===== config.mk =====
export PLATFORM = sky130hd
export DESIGN_NAME = arith_expr_tokenizer
export DESIGN_NICKNAME = d
export VERILOG_FILES = /design/src/design/atk_pkg.sv /design/src/design/atk_front.sv /design/src/design/atk_queue.sv /design/src/design/atk_back.sv /design/src/design/arith_expr_tokenizer.sv
export SDC_FILE = /design/constraint.sdc
export NUM_CORES = 1
export LEC_CHECK = 0
export ABC_AREA = 1
export BUFFER_PORTS_ARGS = -buffer_cell sky130_fd_sc_hd__buf_2
export CORE_MARGIN = 2
export CORE_UTILIZATION = 51
export DETAILED_ROUTE_END_ITERATION = 7
export HOLD_SLACK_MARGIN = 0.02
export PLACE_DENSITY = 0.68
export SLEW_MARGIN = 40
export SYNTH_ARGS = -nofsm -noshare
export SYNTH_HDL_FRONTEND = slang
export SYNTH_SLANG_ARGS = --single-unit

===== constraint.sdc =====
create_clock -name clock -period 12.1 [get_ports clock]
set_input_delay 0.605 -clock clock [delete_from_list [all_inputs] [get_ports clock]]
set_output_delay 0.605 -clock clock [all_outputs]
set_load 0.1 [all_outputs]

===== src/design/atk_pkg.sv =====
package atk_pkg;

   localparam int QUEUE_DEPTH = 4;

   localparam logic [30:0] NUM_MAX = 31'h7FFF_FFFF;

   localparam logic [7:0] CH_ZERO  = 8'h30;
   localparam logic [7:0] CH_NINE  = 8'h39;
   localparam logic [7:0] CH_PLUS  = 8'h2B;
   localparam logic [7:0] CH_MINUS = 8'h2D;
   localparam logic [7:0] CH_STAR  = 8'h2A;
   localparam logic [7:0] CH_SLASH = 8'h2F;
   localparam logic [7:0] CH_PCT   = 8'h25;
   localparam logic [7:0] CH_OPEN  = 8'h28;
   localparam logic [7:0] CH_CLOSE = 8'h29;
   localparam logic [7:0] CH_SPACE = 8'h20;
   localparam logic [7:0] CH_NUL   = 8'h00;

   // character classes; the pending state only ever holds the first five
   typedef enum logic [2:0] {
      CL_SPACE = 3'd0,
      CL_NUM   = 3'd1,
      CL_OPR   = 3'd2,
      CL_OPEN  = 3'd3,
      CL_CLOSE = 3'd4,
      CL_END   = 3'd5,
      CL_BAD   = 3'd6
   } class_type;

   typedef enum logic [2:0] {
      TK_OPERAND  = 3'd0,
      TK_OPERATOR = 3'd1,
      TK_OPEN     = 3'd2,
      TK_CLOSE    = 3'd3,
      TK_END      = 3'd4,
      TK_INVALID  = 3'd5
   } token_type;

   // tokens caused by one character: a flushed pending token, then end or invalid
   typedef struct packed {
      logic        has0;
      token_type   kind0;
      logic [30:0] num0;
      logic [7:0]  sym0;
      logic        has1;
      token_type   kind1;
   } rec_type;

   function automatic class_type classify(input logic [7:0] c);
      class_type cls;
      if (c >= CH_ZERO && c <= CH_NINE) begin
         cls = CL_NUM;
      end else begin
         case (c)
            CH_PLUS, CH_MINUS, CH_STAR, CH_SLASH, CH_PCT: cls = CL_OPR;
            CH_OPEN:  cls = CL_OPEN;
            CH_CLOSE: cls = CL_CLOSE;
            CH_SPACE: cls = CL_SPACE;
            CH_NUL:   cls = CL_END;
            default:  cls = CL_BAD;
         endcase
      end
      return cls;
   endfunction

endpackage


===== src/design/atk_front.sv =====
module atk_front (
   input  logic              clock,
   input  logic              reset,
   input  logic              accept,
   input  logic [7:0]        char_in,
   output logic              rec_push,
   output atk_pkg::rec_type  rec
);

   atk_pkg::class_type pend_ff, pend_in;
   logic [30:0]        accum_ff, accum_in;
   logic [7:0]         prev_ff, prev_in;

   atk_pkg::class_type cls;
   logic [3:0]         digit;
   logic [34:0]        prod;
   logic [30:0]        accum_sat;
   logic               extend;
   logic               pend_sym;
   logic               cls_sym;
   logic               finish;

   assign cls      = atk_pkg::classify(char_in);
   assign digit    = 4'(char_in - atk_pkg::CH_ZERO);
   assign extend   = (pend_ff == atk_pkg::CL_NUM) && (cls == atk_pkg::CL_NUM);
   assign finish   = (cls == atk_pkg::CL_END) || (cls == atk_pkg::CL_BAD);
   assign pend_sym = (pend_ff == atk_pkg::CL_OPR) || (pend_ff == atk_pkg::CL_OPEN) ||
                     (pend_ff == atk_pkg::CL_CLOSE);
   assign cls_sym  = (cls == atk_pkg::CL_OPR) || (cls == atk_pkg::CL_OPEN) ||
                     (cls == atk_pkg::CL_CLOSE);

   // accum * 10 + digit, saturated
   assign prod      = ({4'b0, accum_ff} << 3) + ({4'b0, accum_ff} << 1) + 35'(digit);
   assign accum_sat = (prod > 35'(atk_pkg::NUM_MAX)) ? atk_pkg::NUM_MAX : prod[30:0];

   // next state
   always_comb begin
      pend_in  = pend_ff;
      accum_in = accum_ff;
      prev_in  = prev_ff;
      if (accept) begin
         if (extend) begin
            accum_in = accum_sat;
         end else if (finish) begin
            pend_in  = atk_pkg::CL_SPACE;
            accum_in = '0;
            prev_in  = '0;
         end else begin
            pend_in  = cls;
            accum_in = (cls == atk_pkg::CL_NUM) ? 31'(digit) : '0;
            prev_in  = cls_sym ? char_in : '0;
         end
      end
   end

   // outputs
   always_comb begin
      rec       = '0;
      rec.has0  = !extend && ((pend_ff == atk_pkg::CL_NUM) || pend_sym);
      rec.kind0 = atk_pkg::TK_OPERAND;
      unique case (pend_ff)
         atk_pkg::CL_NUM:   rec.kind0 = atk_pkg::TK_OPERAND;
         atk_pkg::CL_OPR:   rec.kind0 = atk_pkg::TK_OPERATOR;
         atk_pkg::CL_OPEN:  rec.kind0 = atk_pkg::TK_OPEN;
         atk_pkg::CL_CLOSE: rec.kind0 = atk_pkg::TK_CLOSE;
         default:           rec.kind0 = atk_pkg::TK_OPERAND;
      endcase
      rec.num0  = (pend_ff == atk_pkg::CL_NUM) ? accum_ff : '0;
      rec.sym0  = pend_sym ? prev_ff : '0;
      rec.has1  = finish;
      rec.kind1 = (cls == atk_pkg::CL_END) ? atk_pkg::TK_END : atk_pkg::TK_INVALID;
      rec_push  = accept && (rec.has0 || rec.has1);
   end

   always_ff @(posedge clock) begin
      if (reset) begin
         pend_ff  <= atk_pkg::CL_SPACE;
         accum_ff <= '0;
         prev_ff  <= '0;
      end else begin
         pend_ff  <= pend_in;
         accum_ff <= accum_in;
         prev_ff  <= prev_in;
      end
   end

   a_finish_clears: assert property (@(posedge clock) disable iff (reset)
      accept && finish |=> pend_ff == atk_pkg::CL_SPACE && accum_ff == '0)
      else $error("state not cleared after end or invalid");

   a_num_no_sym: assert property (@(posedge clock) disable iff (reset)
      pend_ff == atk_pkg::CL_NUM |-> prev_ff == '0)
      else $error("symbol held during digit run");

endmodule


===== src/design/atk_queue.sv =====
module atk_queue #(
   parameter int Depth = atk_pkg::QUEUE_DEPTH
) (
   input  logic              clock,
   input  logic              reset,
   input  logic              push,
   input  atk_pkg::rec_type  wdata,
   input  logic              pop,
   output logic              full,
   output logic              empty,
   output atk_pkg::rec_type  rdata
);

   localparam int PtrW = (Depth > 1) ? $clog2(Depth) : 1;
   localparam int CntW = $clog2(Depth + 1);

   atk_pkg::rec_type mem [Depth];
   logic [PtrW-1:0]  wr_ff, wr_in, rd_ff, rd_in;
   logic [CntW-1:0]  count_ff, count_in;

   assign full  = (count_ff == CntW'(Depth));
   assign empty = (count_ff == '0);
   assign rdata = mem[rd_ff];

   always_comb begin
      wr_in    = wr_ff;
      rd_in    = rd_ff;
      count_in = count_ff;
      if (push) begin
         wr_in = (wr_ff == PtrW'(Depth - 1)) ? '0 : wr_ff + 1'b1;
      end
      if (pop) begin
         rd_in = (rd_ff == PtrW'(Depth - 1)) ? '0 : rd_ff + 1'b1;
      end
      if (push && !pop) begin
         count_in = count_ff + 1'b1;
      end else if (pop && !push) begin
         count_in = count_ff - 1'b1;
      end
   end

   always_ff @(posedge clock) begin
      if (push) begin
         mem[wr_ff] <= wdata;
      end
   end

   always_ff @(posedge clock) begin
      if (reset) begin
         wr_ff    <= '0;
         rd_ff    <= '0;
         count_ff <= '0;
      end else begin
         wr_ff    <= wr_in;
         rd_ff    <= rd_in;
         count_ff <= count_in;
      end
   end

   a_no_overflow: assert property (@(posedge clock) disable iff (reset)
      !(push && full))
      else $error("push into full queue");

   a_no_underflow: assert property (@(posedge clock) disable iff (reset)
      !(pop && empty))
      else $error("pop from empty queue");

endmodule


===== src/design/atk_back.sv =====
module atk_back (
   input  logic              clock,
   input  logic              reset,
   input  logic              q_empty,
   input  atk_pkg::rec_type  q_rec,
   output logic              q_pop,
   input  logic              rsp_pop,
   output logic              rsp_empty,
   output logic [2:0]        rsp_token_kind,
   output logic [30:0]       rsp_number_value,
   output logic [7:0]        rsp_symbol_char,
   output logic              rsp_run_last
);

   logic        valid_ff, valid_in;
   logic        phase_ff, phase_in;
   logic [2:0]  kind_ff, kind_in;
   logic [30:0] num_ff, num_in;
   logic [7:0]  sym_ff, sym_in;
   logic        last_ff, last_in;

   logic load;
   logic first;

   assign load  = !q_empty && (!valid_ff || rsp_pop);
   assign first = q_rec.has0 && !phase_ff;

   always_comb begin
      valid_in = valid_ff;
      phase_in = phase_ff;
      kind_in  = kind_ff;
      num_in   = num_ff;
      sym_in   = sym_ff;
      last_in  = last_ff;
      q_pop    = 1'b0;
      if (rsp_pop && valid_ff) begin
         valid_in = 1'b0;
      end
      if (load) begin
         valid_in = 1'b1;
         if (first) begin
            kind_in  = q_rec.kind0;
            num_in   = q_rec.num0;
            sym_in   = q_rec.sym0;
            last_in  = !q_rec.has1;
            phase_in = q_rec.has1;
            q_pop    = !q_rec.has1;
         end else begin
            kind_in  = q_rec.kind1;
            num_in   = '0;
            sym_in   = '0;
            last_in  = 1'b1;
            phase_in = 1'b0;
            q_pop    = 1'b1;
         end
      end
   end

   always_ff @(posedge clock) begin
      if (reset) begin
         valid_ff <= 1'b0;
         phase_ff <= 1'b0;
      end else begin
         valid_ff <= valid_in;
         phase_ff <= phase_in;
      end
   end

   always_ff @(posedge clock) begin
      kind_ff <= kind_in;
      num_ff  <= num_in;
      sym_ff  <= sym_in;
      last_ff <= last_in;
   end

   assign rsp_empty        = !valid_ff;
   assign rsp_token_kind   = kind_ff;
   assign rsp_number_value = num_ff;
   assign rsp_symbol_char  = sym_ff;
   assign rsp_run_last     = last_ff;

   a_phase_has_rec: assert property (@(posedge clock) disable iff (reset)
      phase_ff |-> !q_empty && q_rec.has1)
      else $error("second token pending without a record");

endmodule


===== src/design/arith_expr_tokenizer.sv =====
// Arithmetic expression tokenizer. One character is taken per transfer on the
// req_ side and sorted into digit, operator (+ - * / %), bracket, space, zero
// terminator or invalid. Digit runs build a decimal operand that saturates at
// 2^31-1; any character but a digit that extends a number flushes the pending
// token, and a terminator or an invalid character flushes it and then gives an
// end or invalid token, after which the tokenizer starts afresh. A character is
// accepted every cycle while the internal token queue (QueueDepth records) has
// room; the rsp_ side gives at most one token per cycle from its output
// register, so a character that causes two tokens gives them one after the
// other, and the queue absorbs such bursts.
module arith_expr_tokenizer #(
   parameter int QueueDepth = atk_pkg::QUEUE_DEPTH
) (
   input  logic        clock,
   input  logic        reset,
   // character input
   input  logic        req_push,
   output logic        req_full,
   input  logic [7:0]  req_char_in,
   // token output
   output logic        rsp_empty,
   input  logic        rsp_pop,
   output logic [2:0]  rsp_token_kind,
   output logic [30:0] rsp_number_value,
   output logic [7:0]  rsp_symbol_char,
   output logic        rsp_run_last
);

   logic             accept;
   logic             rec_push;
   atk_pkg::rec_type rec_w;
   atk_pkg::rec_type rec_r;
   logic             q_full;
   logic             q_empty;
   logic             q_pop;

   // input transfer; stalls only when the token queue is full
   assign req_full = q_full;
   assign accept   = req_push && !q_full;

   // front: classify and track the pending token
   atk_front u_front (
      .clock    (clock),
      .reset    (reset),
      .accept   (accept),
      .char_in  (req_char_in),
      .rec_push (rec_push),
      .rec      (rec_w)
   );

   // decoupling queue, one record per character that causes tokens
   atk_queue #(
      .Depth (QueueDepth)
   ) u_queue (
      .clock (clock),
      .reset (reset),
      .push  (rec_push),
      .wdata (rec_w),
      .pop   (q_pop),
      .full  (q_full),
      .empty (q_empty),
      .rdata (rec_r)
   );

   // back: serialize one or two tokens per record into the output register
   atk_back u_back (
      .clock            (clock),
      .reset            (reset),
      .q_empty          (q_empty),
      .q_rec            (rec_r),
      .q_pop            (q_pop),
      .rsp_pop          (rsp_pop),
      .rsp_empty        (rsp_empty),
      .rsp_token_kind   (rsp_token_kind),
      .rsp_number_value (rsp_number_value),
      .rsp_symbol_char  (rsp_symbol_char),
      .rsp_run_last     (rsp_run_last)
   );

endmodule

# After elaboration in Yosys (flattened, before gate mapping)
# Memories as Yosys holds them, arrays and structs flattened. A register that Yosys moved wholly into a read port is not among the register bits.
# Cells that the tools add are included.
op_classes:
  n_addsub: 7
  eq_ne: 21
  n_reduce_logical: 32
  order_cmp: 3
  mux: 27
  bitwise: 1
ops:
  columns: ["cell", "count"]
  rows:
  - ["2-to-1 mux 31 bit", 4]
  - ["equality test 8 x 6 -> 1 bit, second input constant", 8]
  - ["adder 34 x 32 -> 35 bit", 1]
  - ["adder 35 x 4 -> 35 bit", 1]
  - ["> comparator 35 x 31 -> 1 bit, second input constant", 1]
  - ["2-to-1 mux 8 bit", 3]
  - ["equality test 3 bit, second input constant", 5]
  - ["2-to-1 mux 3 bit", 5]
  - ["one-hot mux 3 bit (5 select lines)", 1]
  - ["equality test 3 x 2 -> 1 bit, second input constant", 4]
  - ["logical AND 1 bit", 10]
  - ["greater-or-equal comparator 8 x 6 -> 1 bit, second input constant", 1]
  - ["<= comparator 8 x 6 -> 1 bit, second input constant", 1]
  - ["zero test 1 bit", 8]
  - ["zero test 8 bit", 1]
  - ["logical OR 1 bit", 8]
  - ["2-to-1 mux 1 bit", 8]
  - ["2-to-1 mux 2 bit", 4]
  - ["equality test 3 x 1 -> 1 bit, second input constant", 2]
  - ["one-hot mux 2 bit (3 select lines)", 1]
  - ["OR reduction 5 bit", 1]
  - ["adder 2 x 1 -> 2 bit, second input constant", 2]
  - ["equality test 2 bit, second input constant", 2]
  - ["2-to-1 mux 4 bit", 1]
  - ["other kinds (7)", 8]
totals:
  wordCells: 104
  ff_bits: 94
  in_bits: 12
  ram_bits: 176
  n_memories: 1
  output_inout_bits: 45
mem_list:
  columns: ["memory", "words", "word_bits", "rd", "rd_clocked_by_memory_dff", "wr", "line_no", "source"]
  rows:
  - ["u_queue.mem", 4, 44, 1, 1, 1, "atk_queue.sv:17", "atk_pkg::rec_type mem [Depth];"]

# Depth between registers and ports, before layout
# Gate-level depths: netlist of the first run.
depth:
  depth_word: 14
  mapped_depth: 20

# Modules after synthesis
# From an unflattened synthesis of the first run, not the netlist that was laid out.
hier_totals:
  hier_cells: 1490
  hier_area_um2: 14726.6
modules_own_cells:
  columns: ["module", "cells_per_inst", "seq_area_each_um2", "area_per_inst_um2", "instances"]
  rows:
  - ["atk_queue", 514, 5825.6, 7836.3, 1]
  - ["atk_front", 820, 840.8, 5088.6, 1]
  - ["atk_back", 154, 1331.3, 1791.7, 1]
  - ["arith_expr_tokenizer", 2, 0.0, 10.0, 1]

# Worst setup path before layout of the first run
# Ideal clock, no wire load.
synth_timing:
  kind: "register to register"
  startpoint: "register u_back.valid_ff"
  endpoint: "register u_queue.count_ff[1]"
  arrival_time_ns: 4.600
  path_buffers: 0
  path_stages_with_launch: 10
  required_ns: 11.980
  slack_ns: 7.380
  synth_period_minus_slack_ns: 4.720
  setup_ns: 0.120
  path_cell_list: "dfxtp_1 -> inv_1 -> nor2_1 -> a31oi_1 -> nand2_1 -> ha_1 -> inv_1 -> fa_1 -> o21ai_0 -> a21oi_1"
synth_via:
  elab_chain_len: 7
synth_rtl:
  columns: ["item", "line_no", "source"]
  rows:
  - ["start, declared", "atk_back.sv:15", "logic valid_ff, valid_in;"]
  - ["start signal, assigned", "atk_back.sv:64", "valid_ff <= valid_in;"]
  - ["zero test 1 bit", null, null]
  - ["named net rsp_empty", "arith_expr_tokenizer.sv:21", "output logic rsp_empty,"]
  - ["logical OR 1 bit", "atk_back.sv:25", "assign load = !q_empty && (!valid_ff || rsp_pop);"]
  - ["logical AND 1 bit", "atk_back.sv:25", null]
  - ["named net u_back.load", "atk_back.sv:22", "logic load;"]
  - ["2-to-1 mux 1 bit", "atk_back.sv:39", "if (load) begin"]
  - ["zero test 1 bit", "atk_queue.sv:35", "if (push && !pop) begin"]
  - ["logical AND 1 bit", "atk_queue.sv:35", null]
  - ["2-to-1 mux 3 bit", "atk_queue.sv:35", null]
  - ["named net u_queue.count_in[1]", "atk_queue.sv:19", "logic [CntW-1:0] count_ff, count_in;"]
  - ["end signal, assigned", "atk_queue.sv:56", "count_ff <= count_in;"]
  - ["end, declared", "atk_queue.sv:19", null]
# The timed path passes the listed nets, and every way through them passes these cells.
# A chain may end at the register's enable or synchronous reset.

==> results of run 1 <==
## registers in the layout (all words and copies together) (netlist names), named ones only
signal,flops
u_queue.rd_ff,2
u_back.phase_ff,1
u_back.rsp_number_value,31
u_back.rsp_run_last,1
u_back.valid_ff,1
u_back.rsp_token_kind,3
u_front.prev_ff,8
u_queue.mem,176
u_front.accum_ff,31
u_queue.wr_ff,2
u_back.rsp_symbol_char,8
u_front.pend_ff,3
u_queue.count_ff,3
## cell usage in the layout, fill, tap and decap left out, types with 3 or more instances in the layout
| cell type | count |
|---|---|
| sky130_fd_sc_hd__nand3b_1 | 4 |
| sky130_fd_sc_hd__clkbuf_16 | 28 |
| sky130_fd_sc_hd__fa_1 | 3 |
| sky130_fd_sc_hd__nor2_4 | 9 |
| sky130_fd_sc_hd__clkbuf_8 | 3 |
| sky130_fd_sc_hd__edfxtp_1 | 219 |
| sky130_fd_sc_hd__ha_1 | 67 |
| sky130_fd_sc_hd__buf_2 | 55 |
| sky130_fd_sc_hd__clkbuf_1 | 6 |
| sky130_fd_sc_hd__o21ai_0 | 106 |
| sky130_fd_sc_hd__dfxtp_1 | 52 |
| sky130_fd_sc_hd__nand3_1 | 59 |
| sky130_fd_sc_hd__nor2_1 | 278 |
| sky130_fd_sc_hd__inv_1 | 150 |
| sky130_fd_sc_hd__xor2_1 | 9 |
| sky130_fd_sc_hd__a21oi_1 | 116 |
| sky130_fd_sc_hd__xnor2_1 | 12 |
| sky130_fd_sc_hd__inv_2 | 3 |
| sky130_fd_sc_hd__buf_4 | 13 |
| sky130_fd_sc_hd__nand2_1 | 248 |
| sky130_fd_sc_hd__nor3_1 | 8 |
| sky130_fd_sc_hd__o21bai_1 | 4 |
| sky130_fd_sc_hd__nand2_2 | 14 |
| sky130_fd_sc_hd__or2_2 | 3 |
| sky130_fd_sc_hd__a211oi_1 | 3 |
| sky130_fd_sc_hd__nand4_1 | 4 |
| sky130_fd_sc_hd__clkinv_2 | 8 |
## tightest hold or removal path, cell delays in order
cell and delay, ns:
sky130_fd_sc_hd__buf_2 0.14, sky130_fd_sc_hd__nand3_1 0.09, sky130_fd_sc_hd__a21oi_1 0.06
## final cells by class
cell class	count	area [um^2]	area share
Sequential cell	272	7640	0.514
Timing Repair Buffer	68	373	0.0251
Tap cell	335	419	0.0282
Clock buffer	37	764	0.0515
Clock inverter	12	120	0.00809
Inverter	156	587	0.0395
Multi-Input combinational cell	962	4950	0.333
## through the flow
stage                     std cells   util  worst slack, ns  power [mW]
final                          1842  0.573             8.52        3.23
after floorplan                1439      -             7.38        2.20
after detailed placement       1793  0.539             8.30        2.43
after CTS                      1842  0.573             8.26        3.25
after global routing           1842  0.573             8.09        3.37
after global placement         1793  0.539             8.40        2.42
## cell families (layout without fill, tap and decap cells)
kind of cell	count (synthesis)	after routing
buffers and inverters	205	273
and+or+nand+nor	631	631
xor gates and xnor gates	21	21
AOI/OAI and AO/OA	240	240
adders and majority gates	70	70
DFF	272	272
## power breakdown
part	internal, mW	switching, mW	leakage, nW
combinational	0.189	0.960	3.28
sequential	1.20	0.0542	2.47
clock	0.486	0.339	0.439
total	1.88	1.35	6.18
## path summary, 6_finish.rpt
check | startpoint | endpoint | slack, ns
worst max-delay path | register | u_queue.count_ff[1]$_SDFFE_PP0P_ | 8.52
worst min-delay path | req_char_in[2] | u_front.prev_ff[2]$_SDFFE_PP0P_ | 0.41
worst max register to register | register | u_queue.count_ff[1]$_SDFFE_PP0P_ | 8.52
worst min register to register | u_front.prev_ff[4]$_SDFFE_PP0P_ | u_front.prev_ff[4]$_SDFFE_PP0P_ | 0.46
## routing by layer
layer,wire (um),part of all wire
met1,14000,0.47
met2,13900,0.46
met3,1750,0.058
met4,441,0.015
met5,0,0
==> out/qor.log, run 1 <==
[outcome] status complete, no violations
[critical_path] CP Data Required Time 12.51 ns
[clock_network] Num Clock Sinks 272
[pwr] power per standard cell area 218 nW/um^2
[synth] top cell type's share of synthesized area 0.491
[critical_path] CP Cell Sequence clkinv_2, buf_4, o21ai_0, o22ai_1, inv_1, nor2_1, nand3_1, nand2_1, ha_1, inv_1, fa_1, o21ai_0, a21oi_1
[pwr] largest vdd supply drop 0.247 mV
[synth] combinational family with the most area after synthesis simple AND/OR/NAND/NOR gates
[sta] Worst slew margin 0.528
[sta] fin. max-slew vios 0
[clock_network] cell at the root of the clock tree sky130_fd_sc_hd__clkbuf_16
[synth] count of unique library cells instantiated by Yosys 40
[critical_path] capturing element type of the critical path register
[global_route] global routing usage summed across all routing layers 0.217
[clock_network] hold buffer count at cts 0
[finish] final net count 1569
[finish] share of layout cells above drive strength 1 0.0975
[finish] count of fill cells added during filler insertion 2293
[global_route] global-route wire length before repair 48.6 mm
[route] Via-to-Cell Ratio 5.32
[finish] Inserted Diodes 0
[sta] min cycle time layout 3.58 ns
[critical_path] kind of cell adding the most delay to the critical path buffers and inverters
[floorplan] Starting Density 0.517
[global_route] met2 usage 0.355
[route] via count of the routed design 9791
[clock_network] later-pin clock latency in the skew report 0.53 ns
[pwr] leakage power 6.18 nW
[synth] Synth Area in Compound Gates 0.0933
[synth] commonest cells in the netlist 282 x sky130_fd_sc_hd__nor2_1, 248 x sky130_fd_sc_hd__nand2_1, 219 x sky130_fd_sc_hd__edfxtp_1
[floorplan] Die H 166 um
[placed_design] port bufs 56
[synth] warnings from Yosys 0
[critical_path] critical path fanouts, max 56
[finish] final design instance area without fill 14900 um^2
[placed_design] placed inst area 14000 um^2
[critical_path] worst path arrival time 3.99 ns
[global_route] busiest layer in global routing met2
[placed_design] Final Wtd Congestion 0.956
[sta] achievable frequency 279 MHz
[synth] async set-or-reset flop fraction in the synthesized netlist 0
[global_route] met3 usage 0.0248
[hold_path] worst min path class in2reg
[global_route] met1 Track Usage GR 0.316
[floorplan] boundary pin count 57
[synth] instance count of the mapped netlist 1439
[critical_path] slowest cell delay on critical path 0.68 ns
[finish] area growth from synthesis to final layout 10.9%
[synth] top_reg_cell synth sky130_fd_sc_hd__edfxtp_1
[synth] sequential cell area fraction in the yosys report 0.570
[clock_network] register clock-pin slew on the reported worst setup and hold paths 0.06 ns
[global_route] antenna violations before repair 0
[route] post-route antenna net violation count 0
[global_route] via count of the first global-routing pass 9446
[synth] post-synth design cell area 13400 um^2
[synth] post-synthesis cell type with the largest combined area sky130_fd_sc_hd__edfxtp_1
[clock_network] CTS-repair resized insts 0
[critical_path] number of stages on the worst setup path 13
[sta] count of endpoints failing hold in the final timing report 0
[global_route] largest net degree at the start of global routing 57
[route] total wirelength of the detailed-routed design 30.1 mm
[hold_path] count of cells along the worst hold path 3
[sta] setup repair after global routing missed its margin no
[placed_design] DP Wirelength 19.7 mm
[synth] adder and majority gate portion of the synthesized area 0.0671
[critical_path] CP Launch Type register
[critical_path] slowest cell on the critical path sky130_fd_sc_hd__clkinv_2
[sta] worst setup skew after layout 0.0152 ns
[clock_network] buffer depth of the longest clock path 3
[synth] count of state elements after synthesis 272
[global_route] final global-route overflow total 0
[clock_network] number of buffers created by CTS 27
[route] routed length per placed instance 16.3 um
[synth] top cells by area, synth sky130_fd_sc_hd__edfxtp_1 49%, sky130_fd_sc_hd__dfxtp_1 7.9%, sky130_fd_sc_hd__nor2_1 7.9%
[clock_network] setup bufs post-CTS 0
[sta] slew of the pin with the lowest slew margin 0.707 ns
[synth] net count after synthesis 1521
[synth] Avg Inst Size Synth 9.31 um^2
[route] 1st-pass router iterations 5
[clock_network] CTS tree yes
[sta] number of endpoints failing setup at the final stage 0
[synth] number of flops mapped to enable cells by yosys 219
[route] Iteration-0 DRC Markers 969
[run] number of max-cap violations 0
[floorplan] Die W 166 um
[floorplan] cell row count 59
[synth] most numerous cell in the Yosys netlist sky130_fd_sc_hd__nor2_1
[clock_network] H-tree Lvls 1
[critical_path] R2R depth 13
[critical_path] Setup Crit Path Kind reg2reg
[floorplan] CORE AREA 25900 um^2
[sta] TNS Setup 0 ns
[synth] Synth Area in XOR/XNOR 0.0137
[route] DRC violation count after routing 0
[critical_path] CP bufs+invs 4
[sta] Tcrit/Tclk final 0.296
[sta] WHS 0.411 ns
[floorplan] floorplan die area 27600 um^2
[synth] multiplexer share of the synthesized area 0
[synth] simple-gate portion of the synthesized area 0.192
Note: power is estimated with default switching activity, not from simulation.
==> run 2: changes to the inputs <==
Clock period 12.1 ns to 3.3 ns, I/O delays scaled along.
==> out/qor.log, run 2 (synthesis results as in run 1) <==
[outcome] status complete, no violations
[critical_path] CP Data Required Time 3.79 ns
[floorplan] Starting Density 0.517
[placed_design] Final Wtd Congestion 0.945
[route] total wirelength of the detailed-routed design 30.0 mm
[route] Via-to-Cell Ratio 5.28
[sta] number of endpoints failing setup at the final stage 0
[critical_path] critical path fanouts, max 28
[critical_path] worst path arrival time 3.48 ns
[global_route] global-route wire length before repair 48.6 mm
[finish] share of layout cells above drive strength 1 0.102
[critical_path] Setup Crit Path Kind reg2reg
[finish] max reg flops 176
[floorplan] floorplan die area 27600 um^2
[clock_network] number of buffers created by CTS 27
[global_route] antenna violations before repair 1
[pwr] total design power 12.0 mW
[pwr] sw frac 0.414
[pwr] portion of total power attributed to the clock network 0.264
[critical_path] capturing element type of the critical path register
[floorplan] boundary pin count 57
[finish] final net count 1583
[sta] achievable frequency 335 MHz
[finish] number of standard cells in the final layout excluding fillers 1857
[clock_network] cell at the root of the clock tree sky130_fd_sc_hd__clkbuf_16
[pwr] Seq pwr share 0.379
[clock_network] register clock-pin slew on the reported worst setup and hold paths 0.06 ns
[global_route] largest net degree at the start of global routing 59
[floorplan] CORE AREA 25900 um^2
[floorplan] cell row count 59
[global_route] global routing usage summed across all routing layers 0.216
[route] Iteration-0 DRC Markers 871
[sta] min cycle time layout 2.99 ns
[finish] area growth from synthesis to final layout 12.6%
[finish] Inserted Diodes 0
[floorplan] Die H 166 um
[sta] fin. max-slew vios 0
[route] post-route antenna net violation count 0
[global_route] via count of the first global-routing pass 9405
[clock_network] Num Clock Sinks 272
[placed_design] port bufs 56
[pwr] largest vdd supply drop 0.883 mV
[clock_network] CTS tree yes
[pwr] leakage power 6.29 nW
[pwr] power per standard cell area 799 nW/um^2
[route] DRC violation count after routing 0
[placed_design] Post-Place Cells 1803
[sta] count of endpoints failing hold in the final timing report 0
[finish] most common cell after layout, fill and taps aside sky130_fd_sc_hd__nor2_1
[hold_path] worst min path class in2reg
[global_route] final global-route overflow total 0
[route] via count of the routed design 9814
[critical_path] CP Launch Type register
[pwr] internal power contribution 7.06 mW
[finish] Largest Register u_queue.mem
[sta] Worst slew margin 0.548
[sta] Tcrit/Tclk final 0.906
[placed_design] DP Wirelength 19.7 mm
[sta] worst setup skew after layout 0.0274 ns
[pwr] proportion of power drawn by combinational gates 0.357
[pwr] Net Switching 4.99 mW
[run] number of max-cap violations 0
[sta] setup repair after global routing missed its margin no
[clock_network] H-tree Lvls 1
[route] 1st-pass router iterations 5
[clock_network] buffer depth of the longest clock path 3
[placed_design] placed inst area 14100 um^2
[finish] commonest cells after routing, fill and taps aside 278 x sky130_fd_sc_hd__nor2_1, 248 x sky130_fd_sc_hd__nand2_1, 219 x sky130_fd_sc_hd__edfxtp_1
[clock_network] later-pin clock latency in the skew report 0.54 ns
[floorplan] Die W 166 um
[sta] slew of the pin with the lowest slew margin 0.678 ns
[finish] final design instance area without fill 15100 um^2
[route] routed length per placed instance 16.2 um
==> run 2: repair_timing <==
| action | 4_1_cts | 5_1_grt |
|---|---|---|
| endpoints found under the hold margin | 5 | 0 |
| setup endpoints to repair | 0 | 10 |
| hold buffers | 4 | 0 |
| buffers inserted | 0 | 0 |
| resized for setup | 0 | 1 |
==> run 2: through the flow <==
stage	setup WS [ns]	hold slack (ns)	util	setup TNS [ns]
finish	0.311	0.0808	0.582	0
global route	0.0342	0.134	0.582	0
CTS	0.249	0.0631	0.582	0
detailed placement	0.262	0.436	0.544	0
global placement	0.320	0.434	0.544	0
floorplan	-0.145	0.325	-	-25.61
==> run 2: layout make-up <==
class,count,area (um^2)
Sequential cell,272,7640
Tap cell,335,419
Clock buffer,34,702
Multi-Input combinational cell,962,4950
Clock inverter,16,231
Fill cell,2245,10800
Timing Repair Buffer,82,552
Inverter,156,586
==> run 2: power groups by stage <==
stage                     logic [mW]  registers, mW  clock network [mW]
after global routing            4.59           4.61                3.38
after CTS                       4.34           4.56                3.24
after global placement          4.27           4.62                   0
after floorplan                 1.48           6.58                   0
final                           4.30           4.56                3.19
after detailed placement        4.32           4.63                   0
==> run 2: final timing paths <==
| check | start | end | slack [ns] | cells after the start |
|---|---|---|---|---|
| setup / recovery | u_front.accum_ff[0]$_SDFFE_PP0P_ | u_front.accum_ff[3]$_SDFFE_PP0P_ | 0.31 | 19 |
| setup reg to reg | u_front.accum_ff[0]$_SDFFE_PP0P_ | u_front.accum_ff[3]$_SDFFE_PP0P_ | 0.31 | 19 |
| hold / removal | req_char_in[5] | u_front.pend_ff[2]$_SDFFE_PP0P_ | 0.08 | 5 |
| hold reg to reg | u_front.prev_ff[6]$_SDFFE_PP0P_ | u_front.prev_ff[6]$_SDFFE_PP0P_ | 0.44 | 2 |
==> run 2: per-layer routing <==
layer	up-vias	GRT usage	share of wire
li1	4918	-	-
met1	4612	0.321	0.47
met2	249	0.345	0.45
met3	33	0.0241	0.058
met4	2	0.0495	0.014
met5	-	0	0.00023
==> run 2: critical path: stages, from the launching register on <==
cell and delay [ns]:
sky130_fd_sc_hd__dfxtp_1 0.35, sky130_fd_sc_hd__inv_1 0.08, sky130_fd_sc_hd__fa_1 0.52, sky130_fd_sc_hd__fa_1 0.50, sky130_fd_sc_hd__nor2_1 0.12, sky130_fd_sc_hd__nor2_1 0.07, sky130_fd_sc_hd__inv_1 0.08, sky130_fd_sc_hd__nand3_1 0.07
sky130_fd_sc_hd__nand2_1 0.14, sky130_fd_sc_hd__nand2_1 0.07, sky130_fd_sc_hd__nand2_1 0.15, sky130_fd_sc_hd__nand2_1 0.07, sky130_fd_sc_hd__nand2_1 0.13, sky130_fd_sc_hd__nor2_4 0.06, sky130_fd_sc_hd__buf_12 0.15, sky130_fd_sc_hd__nand2_1 0.10
sky130_fd_sc_hd__nand2_2 0.08, sky130_fd_sc_hd__nand3_1 0.09, sky130_fd_sc_hd__nand2_1 0.06, sky130_fd_sc_hd__inv_1 0.04
